### config.mk
export PLATFORM = sky130hd
export DESIGN_NAME = serial_console_line_editor_unit
export DESIGN_NICKNAME = d
export VERILOG_FILES = /design/src/sv/scle_pkg.sv /design/src/sv/scle_datapath.sv /design/src/sv/scle_ctrl.sv /design/src/sv/serial_console_line_editor_unit.sv
export SDC_FILE = /design/constraint.sdc
export NUM_CORES = 1
export LEC_CHECK = 0
export BUFFER_PORTS_ARGS = -buffer_cell sky130_fd_sc_hd__buf_2
export CAP_MARGIN = 20
export CORE_MARGIN = 1
export CORE_UTILIZATION = 50
export DETAILED_ROUTE_END_ITERATION = 8
export PLACE_DENSITY = 0.64
export SKIP_LAST_GASP = 1
export SYNTH_ARGS = -nofsm -noshare
export SYNTH_HDL_FRONTEND = slang
export SYNTH_SLANG_ARGS = --single-unit
export TNS_END_PERCENT = 1
### constraint.sdc
create_clock -name clk -period 2.5 [get_ports clk]
set_clock_uncertainty 0.15 [all_clocks]
set_input_delay 0.75 -clock clk [delete_from_list [all_inputs] [get_ports clk]]
set_output_delay 0.75 -clock clk [all_outputs]
set_load 0.02 [all_outputs]
### src/sv/scle_pkg.sv
`default_nettype none
package scle_pkg;

	localparam int LINE_CAPACITY_DEF = 32;

	localparam logic [7:0] CH_BS  = 8'h08;
	localparam logic [7:0] CH_LF  = 8'h0a;
	localparam logic [7:0] CH_CR  = 8'h0d;
	localparam logic [7:0] CH_SP  = 8'h20;
	localparam logic [7:0] CH_DEL = 8'h7f;

	typedef enum logic [1:0] {
		CLS_LF,
		CLS_CR,
		CLS_ERASE,
		CLS_OTHER
	} byte_cls_t;

	typedef enum logic [2:0] {
		SEL_CR,
		SEL_LF,
		SEL_SP,
		SEL_CHAR,
		SEL_MEM
	} out_sel_t;

	typedef enum logic [3:0] {
		S_IDLE,
		S_DECODE,
		S_NL_CR,
		S_NL_LF,
		S_ER_C1,
		S_ER_SP,
		S_ER_C2,
		S_ST,
		S_EN_CR1,
		S_EN_CR2,
		S_EN_LF,
		S_RD,
		S_DUMP
	} state_t;

	typedef struct packed {
		logic     cap;
		logic     load;
		out_sel_t sel;
		logic     to_line;
		logic     last;
		logic     wr_store;
		logic     dec_fill;
		logic     rd_issue;
		logic     dump_done;
	} dp_cmd_t;

	typedef struct packed {
		byte_cls_t cls;
		logic      fill_zero;
		logic      fill_full;
		logic      out_free;
		logic      dump_last;
	} dp_stat_t;

endpackage
`default_nettype wire

### src/sv/scle_datapath.sv
`default_nettype none
module scle_datapath #(
	parameter int LINE_CAPACITY = scle_pkg::LINE_CAPACITY_DEF
) (
	input  wire logic              clk,
	input  wire logic              arst_n,
	input  wire logic [7:0]        in_byte,
	input  wire scle_pkg::dp_cmd_t cmd,
	output scle_pkg::dp_stat_t     stat,
	output logic                   out_valid,
	input  wire logic              out_ready,
	output logic [7:0]             out_byte,
	output logic                   out_to_line,
	output logic                   out_last
);
	import scle_pkg::*;

	localparam int DEPTH = LINE_CAPACITY - 1;
	localparam int CNT_W = $clog2(LINE_CAPACITY);
	localparam int IDX_W = (DEPTH > 1) ? $clog2(DEPTH) : 1;
	localparam logic [CNT_W-1:0] DEPTH_C = CNT_W'(DEPTH);
	localparam logic [CNT_W-1:0] ONE_C = CNT_W'(1);

	logic [7:0]       mem [DEPTH];
	logic [7:0]       char_q;
	logic [7:0]       rdata_q;
	logic [CNT_W-1:0] fill_q;
	logic [CNT_W-1:0] rd_cnt_q;
	logic             valid_q;
	logic [7:0]       byte_q;
	logic             to_line_q;
	logic             last_q;
	logic [7:0]       sel_byte;

	// line store
	always_ff @(posedge clk) begin
		if (cmd.wr_store) begin
			mem[fill_q[IDX_W-1:0]] <= char_q;
		end
		if (cmd.rd_issue) begin
			rdata_q <= mem[rd_cnt_q[IDX_W-1:0]];
		end
	end

	always_ff @(posedge clk) begin
		if (cmd.cap) begin
			char_q <= in_byte;
		end
		if (cmd.load) begin
			byte_q    <= sel_byte;
			to_line_q <= cmd.to_line;
			last_q    <= cmd.last;
		end
	end

	always_ff @(posedge clk or negedge arst_n) begin
		if (!arst_n) begin
			fill_q   <= '0;
			rd_cnt_q <= '0;
			valid_q  <= 1'b0;
		end else begin
			if (cmd.dump_done) begin
				fill_q   <= '0;
				rd_cnt_q <= '0;
			end else begin
				if (cmd.wr_store) begin
					fill_q <= fill_q + ONE_C;
				end else if (cmd.dec_fill && fill_q != '0) begin
					fill_q <= fill_q - ONE_C;
				end
				if (cmd.rd_issue) begin
					rd_cnt_q <= rd_cnt_q + ONE_C;
				end
			end
			if (cmd.load) begin
				valid_q <= 1'b1;
			end else if (out_ready) begin
				valid_q <= 1'b0;
			end
		end
	end

	always_comb begin
		unique case (cmd.sel)
			SEL_CR:   sel_byte = CH_CR;
			SEL_LF:   sel_byte = CH_LF;
			SEL_SP:   sel_byte = CH_SP;
			SEL_CHAR: sel_byte = char_q;
			SEL_MEM:  sel_byte = rdata_q;
			default:  sel_byte = char_q;
		endcase
	end

	always_comb begin
		priority if (char_q == CH_LF) begin
			stat.cls = CLS_LF;
		end else if (char_q == CH_CR) begin
			stat.cls = CLS_CR;
		end else if (char_q == CH_BS || char_q == CH_DEL) begin
			stat.cls = CLS_ERASE;
		end else begin
			stat.cls = CLS_OTHER;
		end
		stat.fill_zero = (fill_q == '0);
		stat.fill_full = (fill_q >= DEPTH_C);
		stat.out_free  = !valid_q || out_ready;
		stat.dump_last = (rd_cnt_q == fill_q);
	end

	assign out_valid   = valid_q;
	assign out_byte    = byte_q;
	assign out_to_line = to_line_q;
	assign out_last    = last_q;

endmodule
`default_nettype wire

### src/sv/scle_ctrl.sv
`default_nettype none
module scle_ctrl (
	input  wire logic               clk,
	input  wire logic               arst_n,
	input  wire logic               in_valid,
	output logic                    in_ready,
	input  wire scle_pkg::dp_stat_t stat,
	output scle_pkg::dp_cmd_t       cmd
);
	import scle_pkg::*;

	state_t state_q;
	state_t state_d;

	always_ff @(posedge clk or negedge arst_n) begin
		if (!arst_n) begin
			state_q <= S_IDLE;
		end else begin
			state_q <= state_d;
		end
	end

	// next state
	always_comb begin
		state_d = state_q;
		unique case (state_q)
			S_IDLE: begin
				if (in_valid) state_d = S_DECODE;
			end
			S_DECODE: begin
				priority if (stat.cls == CLS_LF || (stat.cls == CLS_CR && stat.fill_zero)) begin
					state_d = S_NL_CR;
				end else if (stat.cls == CLS_ERASE) begin
					state_d = S_ER_C1;
				end else if (stat.cls == CLS_CR) begin
					state_d = S_EN_CR1;
				end else if (stat.fill_full) begin
					state_d = S_IDLE;
				end else begin
					state_d = S_ST;
				end
			end
			S_NL_CR:  if (stat.out_free) state_d = S_NL_LF;
			S_NL_LF:  if (stat.out_free) state_d = S_IDLE;
			S_ER_C1:  if (stat.out_free) state_d = S_ER_SP;
			S_ER_SP:  if (stat.out_free) state_d = S_ER_C2;
			S_ER_C2:  if (stat.out_free) state_d = S_IDLE;
			S_ST:     if (stat.out_free) state_d = S_IDLE;
			S_EN_CR1: if (stat.out_free) state_d = S_EN_CR2;
			S_EN_CR2: if (stat.out_free) state_d = S_EN_LF;
			S_EN_LF:  if (stat.out_free) state_d = S_RD;
			S_RD:     state_d = S_DUMP;
			S_DUMP: begin
				if (stat.out_free && stat.dump_last) state_d = S_IDLE;
			end
			default: state_d = S_IDLE;
		endcase
	end

	// commands
	always_comb begin
		cmd      = '0;
		cmd.sel  = SEL_CHAR;
		in_ready = 1'b0;
		unique case (state_q)
			S_IDLE: begin
				in_ready = 1'b1;
				cmd.cap  = in_valid;
			end
			S_DECODE: ;
			S_NL_CR: begin
				cmd.load = stat.out_free;
				cmd.sel  = SEL_CR;
			end
			S_NL_LF: begin
				cmd.load = stat.out_free;
				cmd.sel  = SEL_LF;
				cmd.last = 1'b1;
			end
			S_ER_C1: begin
				cmd.load = stat.out_free;
			end
			S_ER_SP: begin
				cmd.load = stat.out_free;
				cmd.sel  = SEL_SP;
			end
			S_ER_C2: begin
				cmd.load     = stat.out_free;
				cmd.last     = 1'b1;
				cmd.dec_fill = stat.out_free;
			end
			S_ST: begin
				cmd.load     = stat.out_free;
				cmd.last     = 1'b1;
				cmd.wr_store = stat.out_free;
			end
			S_EN_CR1, S_EN_CR2: begin
				cmd.load = stat.out_free;
				cmd.sel  = SEL_CR;
			end
			S_EN_LF: begin
				cmd.load = stat.out_free;
				cmd.sel  = SEL_LF;
			end
			S_RD: begin
				cmd.rd_issue = 1'b1;
			end
			S_DUMP: begin
				cmd.load      = stat.out_free;
				cmd.sel       = SEL_MEM;
				cmd.to_line   = 1'b1;
				cmd.last      = stat.dump_last;
				cmd.rd_issue  = stat.out_free && !stat.dump_last;
				cmd.dump_done = stat.out_free && stat.dump_last;
			end
			default: ;
		endcase
	end

endmodule
`default_nettype wire

### src/sv/serial_console_line_editor_unit.sv
// channel   dir  tdata          tuser      tlast
// s_axis    in   rx_byte[7:0]   -          -
// m_axis    out  out_byte[7:0]  to_line    last
//
// a received byte is captured while idle, decoded, then echoed one transfer
// at a time; a line dump first issues a store read, then sends the line bytes
// from the store, issuing the next read as each byte is loaded for output
// reset clears the state machine, fill count and output valid; the line
// store itself is not cleared
// a stalled m_axis holds the sequencer in place; s_axis is ready only when idle
`default_nettype none
module serial_console_line_editor_unit #(
	parameter int LINE_CAPACITY = scle_pkg::LINE_CAPACITY_DEF
) (
	input  wire logic       clk,
	input  wire logic       arst_n,
	input  wire logic       s_axis_tvalid,
	output logic            s_axis_tready,
	input  wire logic [7:0] s_axis_tdata,   // rx_byte
	output logic            m_axis_tvalid,
	input  wire logic       m_axis_tready,
	output logic [7:0]      m_axis_tdata,   // out_byte
	output logic            m_axis_tuser,   // to_line
	output logic            m_axis_tlast
);
	import scle_pkg::*;

	dp_cmd_t  cmd;
	dp_stat_t stat;

	scle_ctrl u_ctrl (
		.clk      (clk),
		.arst_n   (arst_n),
		.in_valid (s_axis_tvalid),
		.in_ready (s_axis_tready),
		.stat     (stat),
		.cmd      (cmd)
	);

	scle_datapath #(
		.LINE_CAPACITY (LINE_CAPACITY)
	) u_datapath (
		.clk         (clk),
		.arst_n      (arst_n),
		.in_byte     (s_axis_tdata),
		.cmd         (cmd),
		.stat        (stat),
		.out_valid   (m_axis_tvalid),
		.out_ready   (m_axis_tready),
		.out_byte    (m_axis_tdata),
		.out_to_line (m_axis_tuser),
		.out_last    (m_axis_tlast)
	);

endmodule
`default_nettype wire

== After elaboration in Yosys (flattened, before gate mapping) ==
Memories as Yosys holds them, arrays and structs flattened. A register that Yosys moved wholly into a read port is not among the register bits.
Cells that the tools add are included.
Word-level totals
  register bits after elaboration: 33
  memory bits (writable): 248
  bits of input ports: 12
  memories kept: 1
Memories
  u_datapath.mem: depth 31, bits a word 8, rd ports 1, clocked after Yosys merged registers in 1, write ports 1, line scle_datapath.sv:24  | logic [7:0] mem [DEPTH];
Cells by class
  add/sub/neg operators: 3
  magnitude comparators: 1
  equality and inequality tests: 31
  muxes and demuxes: 37
  reduce and logical (&&, ||, !) cells: 22
Operators with widths (number)
  4-bit two-way mux: 12
  4-bit case mux with 11 select lines: 1
  8-bit case mux with 4 select lines: 1
  5-bit two-way mux: 5
  8-bit by 4-bit equality test with 1-bit output, second input constant: 3
  4-bit equality test, second input constant: 5
  4-bit by 3-bit equality test with 1-bit output, second input constant: 4
  2-bit by 1-bit inequality test with 1-bit output, second input constant: 8
  1-bit two-way mux: 12
  3-bit case mux with 4 select lines: 1
  5-bit by 1-bit adder with 5-bit output, second input constant: 2
  10-bit OR reduction: 1
  9-bit AND reduction: 1
  4-bit by 2-bit equality test with 1-bit output, second input constant: 2
  8-bit by 7-bit equality test with 1-bit output, second input constant: 1
  3-bit OR reduction: 2
  5-bit equality test: 1
  5-bit >= comparator, second input constant: 1
  5-bit logical NOT: 1
  5-bit nonzero test: 1
  5-bit by 1-bit subtractor with 5-bit output, second input constant: 1
  4-bit by 1-bit equality test with 1-bit output, second input constant: 1
  1-bit logical AND: 4
  4-bit logical NOT: 1
  16 further kinds: 22

== Logic depth before layout (Yosys ltp) ==
Gate-level depths: netlist of the first run.
  depth in word-level cells: 10
  mapped depth: 10

== By module ==
From an unflattened synthesis of the first run, not the netlist that was laid out.
Unflattened totals
  cell total of the unflattened synthesis: 685
  area total of the unflattened synthesis: 12064.1 um^2
Modules (own cells, without submodules)
  scle_datapath: times used 1, cells each 617, area each 11503.5 um^2, sequential area each 8503.2 um^2
  scle_ctrl: times used 1, cells each 68, area each 560.5 um^2, sequential area each 100.1 um^2

== Worst setup path after synthesis of the first run ==
OpenSTA, ideal clock, no wires.
  path kind: input-to-reg
  start point: in m_axis_tready
  end point: reg u_datapath.fill_q[4]
  setup time: 0.099 ns
  data arrival time: 2.541 ns
  path slack: -0.291 ns
  stages: 9
  path buffers: 0
  path through: nor2b_1 > nor3_1 > inv_2 > fa_1 > a21o_1 > a21oi_1 > mux2i_1 > a21oi_1 > a311oi_1
On the way
  cells in the longest elaborated chain, start to end: 4
Ends and longest elaborated chain
  start, declared: line serial_console_line_editor_unit.sv:21  | input wire logic m_axis_tready,
  1-bit logical OR (*): line scle_datapath.sv:106  | stat.out_free = !valid_q || out_ready;
  1-bit two-way mux / 1-bit logical AND (equally long branches): line scle_ctrl.sv:65, scle_ctrl.sv:114
  5-bit two-way mux, or another cell as far along: line scle_datapath.sv:66  | if (cmd.wr_store) begin
  5-bit two-way mux / 3-bit nonzero test (equally long branches)
  end signal, assigned: line scle_datapath.sv:67  | fill_q <= fill_q + ONE_C;
  end signal, assigned: line scle_datapath.sv:69  | fill_q <= fill_q - ONE_C;
  end, declared: line scle_datapath.sv:27  | logic [CNT_W-1:0] fill_q;
Every way passes the cells marked *; elsewhere a longest branch is shown, timed or not.
A chain may end at the register's enable or synchronous reset.

== Worst setup path in the final report of the first run ==
  start point: reg u_ctrl.state_q[3]
  end point: out s_axis_tready
On the way
  cells in the longest elaborated chain, start to end: 2
Ends and longest elaborated chain
  start, declared: line scle_ctrl.sv:12  | state_t state_q;
  start signal, assigned: line scle_ctrl.sv:19  | state_q <= state_d;
  4-bit logical NOT: line scle_ctrl.sv:65  | unique case (state_q)
  1-bit two-way mux: line scle_ctrl.sv:65
  end, declared: line serial_console_line_editor_unit.sv:18  | output logic s_axis_tready,
No other way between the ends.

==> impl_metrics.xml, run 1 <==
<?xml version="1.0" encoding="UTF-8"?>
<metrics>
  <group name="setup_path">
    <metric name="rr_endpoint" unit="">u_datapath.rdata_q[5]</metric>
    <metric name="criticalPathCategory" unit="">reg -&gt; out</metric>
    <metric name="worstSetupStartpointType" unit="">register</metric>
    <metric name="reg2reg_depth" unit="">5</metric>
    <metric name="reg2reg_setup_slack" unit="ps">140</metric>
    <metric name="worst-endpoint-arrival" unit="ps">1610</metric>
    <metric name="timing.critical_path.fanout_max" unit="">20</metric>
    <metric name="setup.worst_path.end_class" unit="">output port</metric>
    <metric name="required" unit="ps">1600</metric>
    <metric name="crit-reg2reg-launch" unit="">u_datapath.rd_cnt_q[1]</metric>
  </group>
  <group name="status">
    <metric name="outcome" unit="">finished with violations</metric>
    <metric name="violated_checks" unit="">setup timing</metric>
  </group>
  <group name="placed_design">
    <metric name="io_buffers" unit="">23</metric>
    <metric name="gp_routability_congestion" unit="">0.872</metric>
    <metric name="dpl.hpwl" unit="um">17100</metric>
  </group>
  <group name="hold_path">
    <metric name="holdPathEnd" unit="">u_datapath.char_q[4]</metric>
    <metric name="holdPathStages" unit="">1</metric>
    <metric name="holdCritPathClass" unit="">in -&gt; reg</metric>
    <metric name="beginning_of_the_worst_hold_path" unit="">s_axis_tdata[4]</metric>
  </group>
  <group name="sta">
    <metric name="final_critical_path_setup_slack" unit="ps">-8.84</metric>
    <metric name="holdWs" unit="ps">245</metric>
    <metric name="worst_pin_slew" unit="ps">726</metric>
    <metric name="hold_violations" unit="">0</metric>
    <metric name="max_freq" unit="GHz">0.399</metric>
    <metric name="timing.slew.headroom" unit="">0.514</metric>
    <metric name="final.min_clock_period" unit="ps">2510</metric>
    <metric name="setup_repair_after_global_routing_missed_its_margin" unit="">yes</metric>
    <metric name="timing.final.max_slew_violations" unit="">0</metric>
    <metric name="report.final.setup_viol" unit="">1</metric>
    <metric name="fin_tns_setup" unit="ps">-8.84</metric>
    <metric name="timing.final.crit_share" unit="">1.00</metric>
  </group>
  <group name="clock_network">
    <metric name="cts_max_level" unit="">1</metric>
    <metric name="postCtsSetupRepairBufs" unit="">0</metric>
    <metric name="cts.sinks" unit="">289</metric>
    <metric name="source_to_sink_clock_delay_at_the_later_pin_of_the_worst_skew_pair" unit="ps">540</metric>
    <metric name="cts_buffer_depth" unit="">3</metric>
    <metric name="cts.reportedPaths.clkPinSlew" unit="ps">60</metric>
    <metric name="cts_buffers" unit="">29</metric>
    <metric name="cts_tree" unit="">built</metric>
    <metric name="cts_root_buffer" unit="">sky130_fd_sc_hd__clkbuf_16</metric>
  </group>
  <group name="floorplanning">
    <metric name="floorplan.initialDensity" unit="">0.513</metric>
    <metric name="core_region_area" unit="um2">23600</metric>
    <metric name="die_h" unit="um">158</metric>
    <metric name="rows" unit="">56</metric>
    <metric name="io_pins" unit="">24</metric>
    <metric name="die-area" unit="um2">24900</metric>
    <metric name="die_width" unit="um">158</metric>
  </group>
  <group name="logic_synthesis">
    <metric name="synthesis.area" unit="um2">12100</metric>
    <metric name="synth.yosys.seq_area_share" unit="">0.710</metric>
    <metric name="async_reset_ff_frac" unit="">0.0519</metric>
    <metric name="synthesis.nets" unit="">754</metric>
    <metric name="synth.ff_latch_count" unit="">289</metric>
    <metric name="synth_flop_cell" unit="">sky130_fd_sc_hd__edfxtp_1</metric>
    <metric name="synth_edf_count" unit="">274</metric>
    <metric name="synth.yosys.warnings" unit="">0</metric>
    <metric name="synth_cells" unit="">737</metric>
    <metric name="synth_cell_types" unit="">64</metric>
    <metric name="synth.avg_cell_area" unit="um2">16.4</metric>
  </group>
  <group name="grt">
    <metric name="grt_pass1_wl" unit="um">40300</metric>
    <metric name="grt_pass1_vias" unit="">6778</metric>
    <metric name="grt.overflow.total" unit="">0</metric>
    <metric name="groute.usage.overall" unit="">0.222</metric>
    <metric name="grt_antenna_before_repair" unit="">0</metric>
    <metric name="grt_max_degree" unit="">42</metric>
  </group>
  <group name="final_layout">
    <metric name="drive_gt1_frac" unit="">0.280</metric>
    <metric name="layout.filler_cells" unit="">1764</metric>
    <metric name="layout.core_utilization" unit="">0.600</metric>
    <metric name="diodes" unit="">0</metric>
    <metric name="multi_input_area" unit="um2">3270</metric>
    <metric name="num-nets-final" unit="">842</metric>
    <metric name="combined_flip_flop_and_latch_cell_area" unit="um2">8610</metric>
    <metric name="syn2layout_area_growth" unit="%">16.9</metric>
  </group>
  <group name="pwr">
    <metric name="worst_ir_drop_vdd" unit="V">0.000535</metric>
    <metric name="cellPowerDensity" unit="nW/um2">903</metric>
    <metric name="power.leakage" unit="nW">4.66</metric>
  </group>
  <group name="drt">
    <metric name="routed_len_inst" unit="um">22.9</metric>
    <metric name="drt_pre_antenna_iters" unit="">6</metric>
    <metric name="vias" unit="">6873</metric>
    <metric name="final_antenna_net_count" unit="">0</metric>
    <metric name="detailedRoute.firstIterationViolations" unit="">665</metric>
    <metric name="wl" unit="um">26700</metric>
    <metric name="detail_route.vias_per_cell" unit="">5.89</metric>
    <metric name="drc" unit="">0</metric>
  </group>
  <group name="run">
    <metric name="cap_violations" unit="">0</metric>
  </group>
</metrics>
stage by stage:
| step | power, mW | setup slack [ps] | cells | instance area [um2] |
|---|---|---|---|---|
| 2_1_floorplan | 7.37 | 4.46 | 737 | 12100 |
| 3_3_place_gp | 8.11 | -111 | 1112 | 13100 |
| 3_5_place_dp | 8.18 | -143 | 1112 | 13100 |
| 4_1_cts | 12.8 | 2.78 | 1166 | 14200 |
| 5_1_grt | 13.3 | -38.7 | 1166 | 14200 |
| 6_report | 12.8 | -8.84 | 1166 | 14200 |
synth_stat cells, types with 3 or more instances:
library cell,instances,share of area
sky130_fd_sc_hd__a2111o_1,8,0.0074
sky130_fd_sc_hd__a21oi_1,34,0.014
sky130_fd_sc_hd__a31oi_1,12,0.0062
sky130_fd_sc_hd__inv_1,5,0.0015
sky130_fd_sc_hd__mux4_2,40,0.074
sky130_fd_sc_hd__buf_1,4,0.0012
sky130_fd_sc_hd__buf_4,5,0.0031
sky130_fd_sc_hd__nor4_1,3,0.0015
sky130_fd_sc_hd__nor2b_1,12,0.0062
sky130_fd_sc_hd__xor2_1,6,0.0043
sky130_fd_sc_hd__mux2_1,6,0.0056
sky130_fd_sc_hd__mux2_2,26,0.024
sky130_fd_sc_hd__buf_2,11,0.0045
sky130_fd_sc_hd__o22ai_1,9,0.0046
sky130_fd_sc_hd__edfxtp_1,274,0.68
sky130_fd_sc_hd__nor2_1,50,0.015
sky130_fd_sc_hd__nand2_1,40,0.012
sky130_fd_sc_hd__nand2b_1,4,0.0021
sky130_fd_sc_hd__nand3_1,8,0.0033
sky130_fd_sc_hd__nor3_1,8,0.0033
sky130_fd_sc_hd__ha_1,4,0.0041
sky130_fd_sc_hd__o2111ai_1,4,0.0029
sky130_fd_sc_hd__o21ai_1,11,0.0045
sky130_fd_sc_hd__dfrtp_1,15,0.031
sky130_fd_sc_hd__o221ai_1,4,0.0029
sky130_fd_sc_hd__inv_2,5,0.0015
sky130_fd_sc_hd__a21o_1,3,0.0019
sky130_fd_sc_hd__nand3b_1,5,0.0031
sky130_fd_sc_hd__a22oi_1,3,0.0019
sky130_fd_sc_hd__xnor2_1,3,0.0022
sky130_fd_sc_hd__clkbuf_1,27,0.0084
sky130_fd_sc_hd__or3_1,5,0.0026
sky130_fd_sc_hd__mux2i_1,23,0.019
sky130_fd_sc_hd__o21ai_0,14,0.0058
sky130_fd_sc_hd__a211oi_1,9,0.0056
what timing repair did:
item                                    CTS  global route
hold endpoints to repair                 15             0
endpoints found under the setup margin    1             2
pin swaps                                 0             1
cloned                                    0             0
gates resized for setup                   9             1
hold buffers                              1             0
cells in the final DEF (no fill, tap or decap), types with 7 or more instances in the layout:
cell and n:
sky130_fd_sc_hd__a31oi_1 12, sky130_fd_sc_hd__o21ai_1 11, sky130_fd_sc_hd__buf_2 22, sky130_fd_sc_hd__dfrtp_1 13, sky130_fd_sc_hd__a211oi_1 9, sky130_fd_sc_hd__nand3_1 8
sky130_fd_sc_hd__nor2b_1 11, sky130_fd_sc_hd__nor2_1 49, sky130_fd_sc_hd__a2111o_1 8, sky130_fd_sc_hd__buf_4 74, sky130_fd_sc_hd__clkbuf_1 7, sky130_fd_sc_hd__edfxtp_1 274
sky130_fd_sc_hd__mux2i_1 23, sky130_fd_sc_hd__a21oi_1 33, sky130_fd_sc_hd__bufinv_16 7, sky130_fd_sc_hd__mux4_2 40, sky130_fd_sc_hd__o22ai_1 9, sky130_fd_sc_hd__clkbuf_16 29
sky130_fd_sc_hd__o21ai_0 14, sky130_fd_sc_hd__nand2_1 40, sky130_fd_sc_hd__nor3_1 7, sky130_fd_sc_hd__mux2_2 26
area by class of cell:
| class | count | area share |
|---|---|---|
| Sequential cell | 289 | 0.608 |
| Inverter | 10 | 0.00318 |
| Multi-Input combinational cell | 390 | 0.231 |
| Tap cell | 319 | 0.0282 |
| Timing Repair Buffer | 105 | 0.0565 |
| Clock inverter | 15 | 0.0178 |
| Clock buffer | 38 | 0.0550 |
metal layers:
layer / global-route usage / vias to the layer above / routed length (um)
li1: - / 3106 / -
met1: 0.333 / 3427 / 12300
met2: 0.336 / 277 / 12000
met3: 0.0345 / 63 / 1730
met4: 0.0666 / 0 / 696
met5: 0 / - / 0
critical path, stage by stage, from the launching register on:
cell,delay [ps]
sky130_fd_sc_hd__dfrtp_1,400
sky130_fd_sc_hd__buf_6,180
sky130_fd_sc_hd__inv_6,110
sky130_fd_sc_hd__nand3_1,120
sky130_fd_sc_hd__inv_1,110
sky130_fd_sc_hd__buf_4,150
logic make-up after synthesis:
family                   count (synthesis)  synth area share
adder cells (fa/ha/maj)                  6           0.00661
multiplexers                            95             0.123
XOR/XNOR                                 9           0.00651
AND/OR/NAND/NOR                        149            0.0590
buffers and inverters                   58            0.0213
flip-flops                             289             0.710
AO/OA/AOI/OAI                          131            0.0733
flip-flops by register name (all words and copies together) (netlist names):
name	count
u_datapath.fill_q	5
u_datapath.char_q	8
u_datapath.out_to_line	1
u_datapath.mem	248
u_datapath.out_byte	8
u_ctrl.state_q	4
u_datapath.out_valid	1
u_datapath.out_last	1
u_datapath.rdata_q	8
u_datapath.rd_cnt_q	5
how the worst max path moves through the flow:
stage,start,to,slack (ps),depth (start not counted)
3_3_place_gp,m_axis_tready,u_datapath.fill_q[4],-110,10
6_report,u_ctrl.state_q[3],s_axis_tready,-9,5
3_5_place_dp,m_axis_tready,u_datapath.fill_q[4],-140,10
2_1_floorplan,m_axis_tready,u_datapath.fill_q[4],4,9
5_1_grt,u_ctrl.state_q[3],s_axis_tready,-40,5
4_1_cts,u_ctrl.state_q[2],s_axis_tready,3,5
power breakdown:
group	switching, mW	leakage, nW	internal [mW]	total (mW)
Combinational	1.42	1.50	0.909	2.32
Clock	1.72	0.506	2.91	4.63
Sequential	0.179	2.65	5.65	5.83
Power figures use the tool's default switching activity.
==> run 2, diff against run 1 <==
--- a/config.mk
+++ b/config.mk
@@ -11,7 +11,6 @@
 export CORE_UTILIZATION = 50
 export DETAILED_ROUTE_END_ITERATION = 8
 export PLACE_DENSITY = 0.64
-export SKIP_LAST_GASP = 1
 export SYNTH_ARGS = -nofsm -noshare
 export SYNTH_HDL_FRONTEND = slang
 export SYNTH_SLANG_ARGS = --single-unit
==> run 2 against run 1 <==
Compared with the run above:
- the flow now finishes without violations
- count of clock-buffer cells in the layout stayed put
- combinational power barely moved
- critical endpoint unchanged
- register-to-register slack about the same
- largest power group unchanged
- clock power hardly changed
- setup slack gained 51 ps
- sequential share of layout area is essentially flat
- non-clock buffer count did not move
- design area hardly changed
- core utilization about the same
- via count grew 0.68%
- first-iteration DRC count up 2.3%
==> impl_metrics.xml, run 2 (synthesis gave the netlist of run 1 again) <==
<?xml version="1.0" encoding="UTF-8"?>
<metrics>
  <group name="final_layout">
    <metric name="num-nets-final" unit="">842</metric>
    <metric name="drive_gt1_frac" unit="">0.281</metric>
    <metric name="layoutNonFillerInstCount" unit="">1166</metric>
    <metric name="syn2layout_area_growth" unit="%">17.0</metric>
    <metric name="diodes" unit="">0</metric>
    <metric name="final_cell_mix" unit="">sky130_fd_sc_hd__edfxtp_1, sky130_fd_sc_hd__buf_4, sky130_fd_sc_hd__nor2_1, sky130_fd_sc_hd__nand2_1, sky130_fd_sc_hd__mux4_2</metric>
    <metric name="layout.filler_cells" unit="">1761</metric>
    <metric name="largest_register_ffs" unit="">248</metric>
    <metric name="layout.cells.most_common" unit="">sky130_fd_sc_hd__edfxtp_1</metric>
  </group>
  <group name="clock_network">
    <metric name="cts_buffers" unit="">29</metric>
    <metric name="cts_tree" unit="">built</metric>
    <metric name="cts.sinks" unit="">289</metric>
    <metric name="cts_root_buffer" unit="">sky130_fd_sc_hd__clkbuf_16</metric>
    <metric name="source_to_sink_clock_delay_at_the_later_pin_of_the_worst_skew_pair" unit="ps">540</metric>
    <metric name="cts_max_level" unit="">1</metric>
    <metric name="cts_buffer_depth" unit="">3</metric>
    <metric name="cts.reportedPaths.clkPinSlew" unit="ps">60</metric>
  </group>
  <group name="sta">
    <metric name="final.min_clock_period" unit="ps">2460</metric>
    <metric name="hold_violations" unit="">0</metric>
    <metric name="timing.slew.headroom" unit="">0.514</metric>
    <metric name="max_freq" unit="GHz">0.407</metric>
    <metric name="timing.final.crit_share" unit="">0.983</metric>
    <metric name="report.final.setup_viol" unit="">0</metric>
    <metric name="timing.final.max_slew_violations" unit="">0</metric>
    <metric name="worst_pin_slew" unit="ps">727</metric>
    <metric name="setup_repair_after_global_routing_missed_its_margin" unit="">yes</metric>
    <metric name="holdWs" unit="ps">244</metric>
  </group>
  <group name="floorplanning">
    <metric name="die_width" unit="um">158</metric>
    <metric name="rows" unit="">56</metric>
    <metric name="die-area" unit="um2">24900</metric>
    <metric name="core_region_area" unit="um2">23600</metric>
    <metric name="die_h" unit="um">158</metric>
    <metric name="io_pins" unit="">24</metric>
    <metric name="floorplan.initialDensity" unit="">0.513</metric>
  </group>
  <group name="setup_path">
    <metric name="worstSetupStartpointType" unit="">register</metric>
    <metric name="crit_slowest_cell" unit="">sky130_fd_sc_hd__dfrtp_1</metric>
    <metric name="critical_path.cell_chain" unit="">buf_6, nor2_4, nand3_2, inv_1, buf_4</metric>
    <metric name="reg2reg_depth" unit="">9</metric>
    <metric name="worst-endpoint-arrival" unit="ps">1560</metric>
    <metric name="critical_path_buf_inv_count" unit="">3</metric>
    <metric name="setup.worst_path.end_class" unit="">output port</metric>
    <metric name="criticalPathCategory" unit="">reg -&gt; out</metric>
    <metric name="timing.critical_path.fanout_max" unit="">18</metric>
    <metric name="max_stage_delay" unit="ps">400</metric>
    <metric name="crit-reg2reg-launch" unit="">u_ctrl.state_q[0]</metric>
    <metric name="rr_endpoint" unit="">u_datapath.fill_q[4]</metric>
    <metric name="top_delay_family_on_crit_path" unit="">buffers and inverters</metric>
    <metric name="reg2reg_setup_slack" unit="ps">130</metric>
    <metric name="required" unit="ps">1600</metric>
  </group>
  <group name="drt">
    <metric name="vias" unit="">6920</metric>
    <metric name="drc" unit="">0</metric>
    <metric name="detail_route.vias_per_cell" unit="">5.93</metric>
    <metric name="detailedRoute.firstIterationViolations" unit="">680</metric>
    <metric name="routed_len_inst" unit="um">22.9</metric>
    <metric name="final_antenna_net_count" unit="">0</metric>
    <metric name="drt_pre_antenna_iters" unit="">5</metric>
    <metric name="wl" unit="um">26700</metric>
  </group>
  <group name="hold_path">
    <metric name="holdCritPathClass" unit="">in -&gt; reg</metric>
    <metric name="beginning_of_the_worst_hold_path" unit="">s_axis_tdata[4]</metric>
    <metric name="holdPathEnd" unit="">u_datapath.char_q[4]</metric>
    <metric name="holdPathStages" unit="">1</metric>
  </group>
  <group name="run">
    <metric name="cap_violations" unit="">0</metric>
  </group>
  <group name="grt">
    <metric name="grt_pass1_wl" unit="um">40300</metric>
    <metric name="grt_antenna_before_repair" unit="">0</metric>
    <metric name="grt_max_degree" unit="">42</metric>
    <metric name="grt_pass1_vias" unit="">6778</metric>
    <metric name="grt.overflow.total" unit="">0</metric>
    <metric name="groute.usage.overall" unit="">0.222</metric>
  </group>
  <group name="placed_design">
    <metric name="dpl.hpwl" unit="um">17100</metric>
    <metric name="io_buffers" unit="">23</metric>
    <metric name="placed_instance_count" unit="">1112</metric>
    <metric name="gp_routability_congestion" unit="">0.872</metric>
  </group>
  <group name="pwr">
    <metric name="power.leakage" unit="nW">4.66</metric>
    <metric name="worst_ir_drop_vdd" unit="V">0.000535</metric>
    <metric name="cellPowerDensity" unit="nW/um2">903</metric>
  </group>
  <group name="status">
    <metric name="outcome" unit="">finished clean</metric>
  </group>
</metrics>
## run 2: worst max path at each step
stage	start	to	slack [ps]	depth (start not counted)
floorplan	m_axis_tready	u_datapath.fill_q[4]	4	9
global placement	m_axis_tready	u_datapath.fill_q[4]	-110	10
detailed placement	m_axis_tready	u_datapath.fill_q[4]	-140	10
CTS	u_ctrl.state_q[2]	s_axis_tready	3	5
global route	u_ctrl.state_q[1]	s_axis_tready	-10	5
finish	u_ctrl.state_q[0]	s_axis_tready	40	5
## run 2: per-layer routing
layer  routed length [um]  track usage  up-vias
met3                 1740       0.0345       60
met2                12000        0.336      283
met1                12200        0.333     3472
met5                    0            0        -
met4                  711       0.0666        0
li1                     -            -     3105
## run 2: power breakdown
| part | switching, mW | internal, mW | total, mW |
|---|---|---|---|
| Combinational | 1.42 | 0.911 | 2.33 |
| Sequential | 0.179 | 5.65 | 5.83 |
| Clock | 1.72 | 2.91 | 4.63 |
| Total | 3.32 | 9.47 | 12.8 |
## run 2: cell type report
cell class / count / area [um2] / share of cell area
flip-flops and latches: 289 / 8610 / 0.608
inverters: 10 / 47.5 / 0.00336
clock buffers: 38 / 779 / 0.0550
clock inverters: 15 / 251 / 0.0177
well taps: 319 / 399 / 0.0282
repair buffers: 105 / 801 / 0.0565
multi-input cells: 390 / 3280 / 0.231
## run 2: timing repair
action                     CTS  global route
setup endpoints to repair    1             2
pin swaps                    0             1
hold buffers                 1             0
buffers inserted             0             0
gates resized for setup      9             3
hold endpoints to repair    15             0
## run 2: through the flow
stage	setup WS (ps)	setup TNS [ps]	total power, mW	utilization	area [um2]
finish	42.0	0	12.8	0.600	14200
global route	-10.8	-10.8	13.3	0.600	14200
CTS	2.78	0	12.8	0.600	14200
detailed placement	-143	-152	8.18	0.554	13100
floorplan	4.46	0	7.37	-	12100
global placement	-111	-111	8.11	0.554	13100
## run 2: worst reg2reg max path, delay by kind of cell (launching register included)
| family | cells | cell delay (ps) |
|---|---|---|
| AND/OR/NAND/NOR | 2 | 410 |
| buffers and inverters | 1 | 110 |
| multiplexers | 1 | 210 |
| AO/OA/AOI/OAI | 4 | 670 |
| flip-flops | 1 | 370 |
| adder cells (fa/ha/maj) | 1 | 350 |
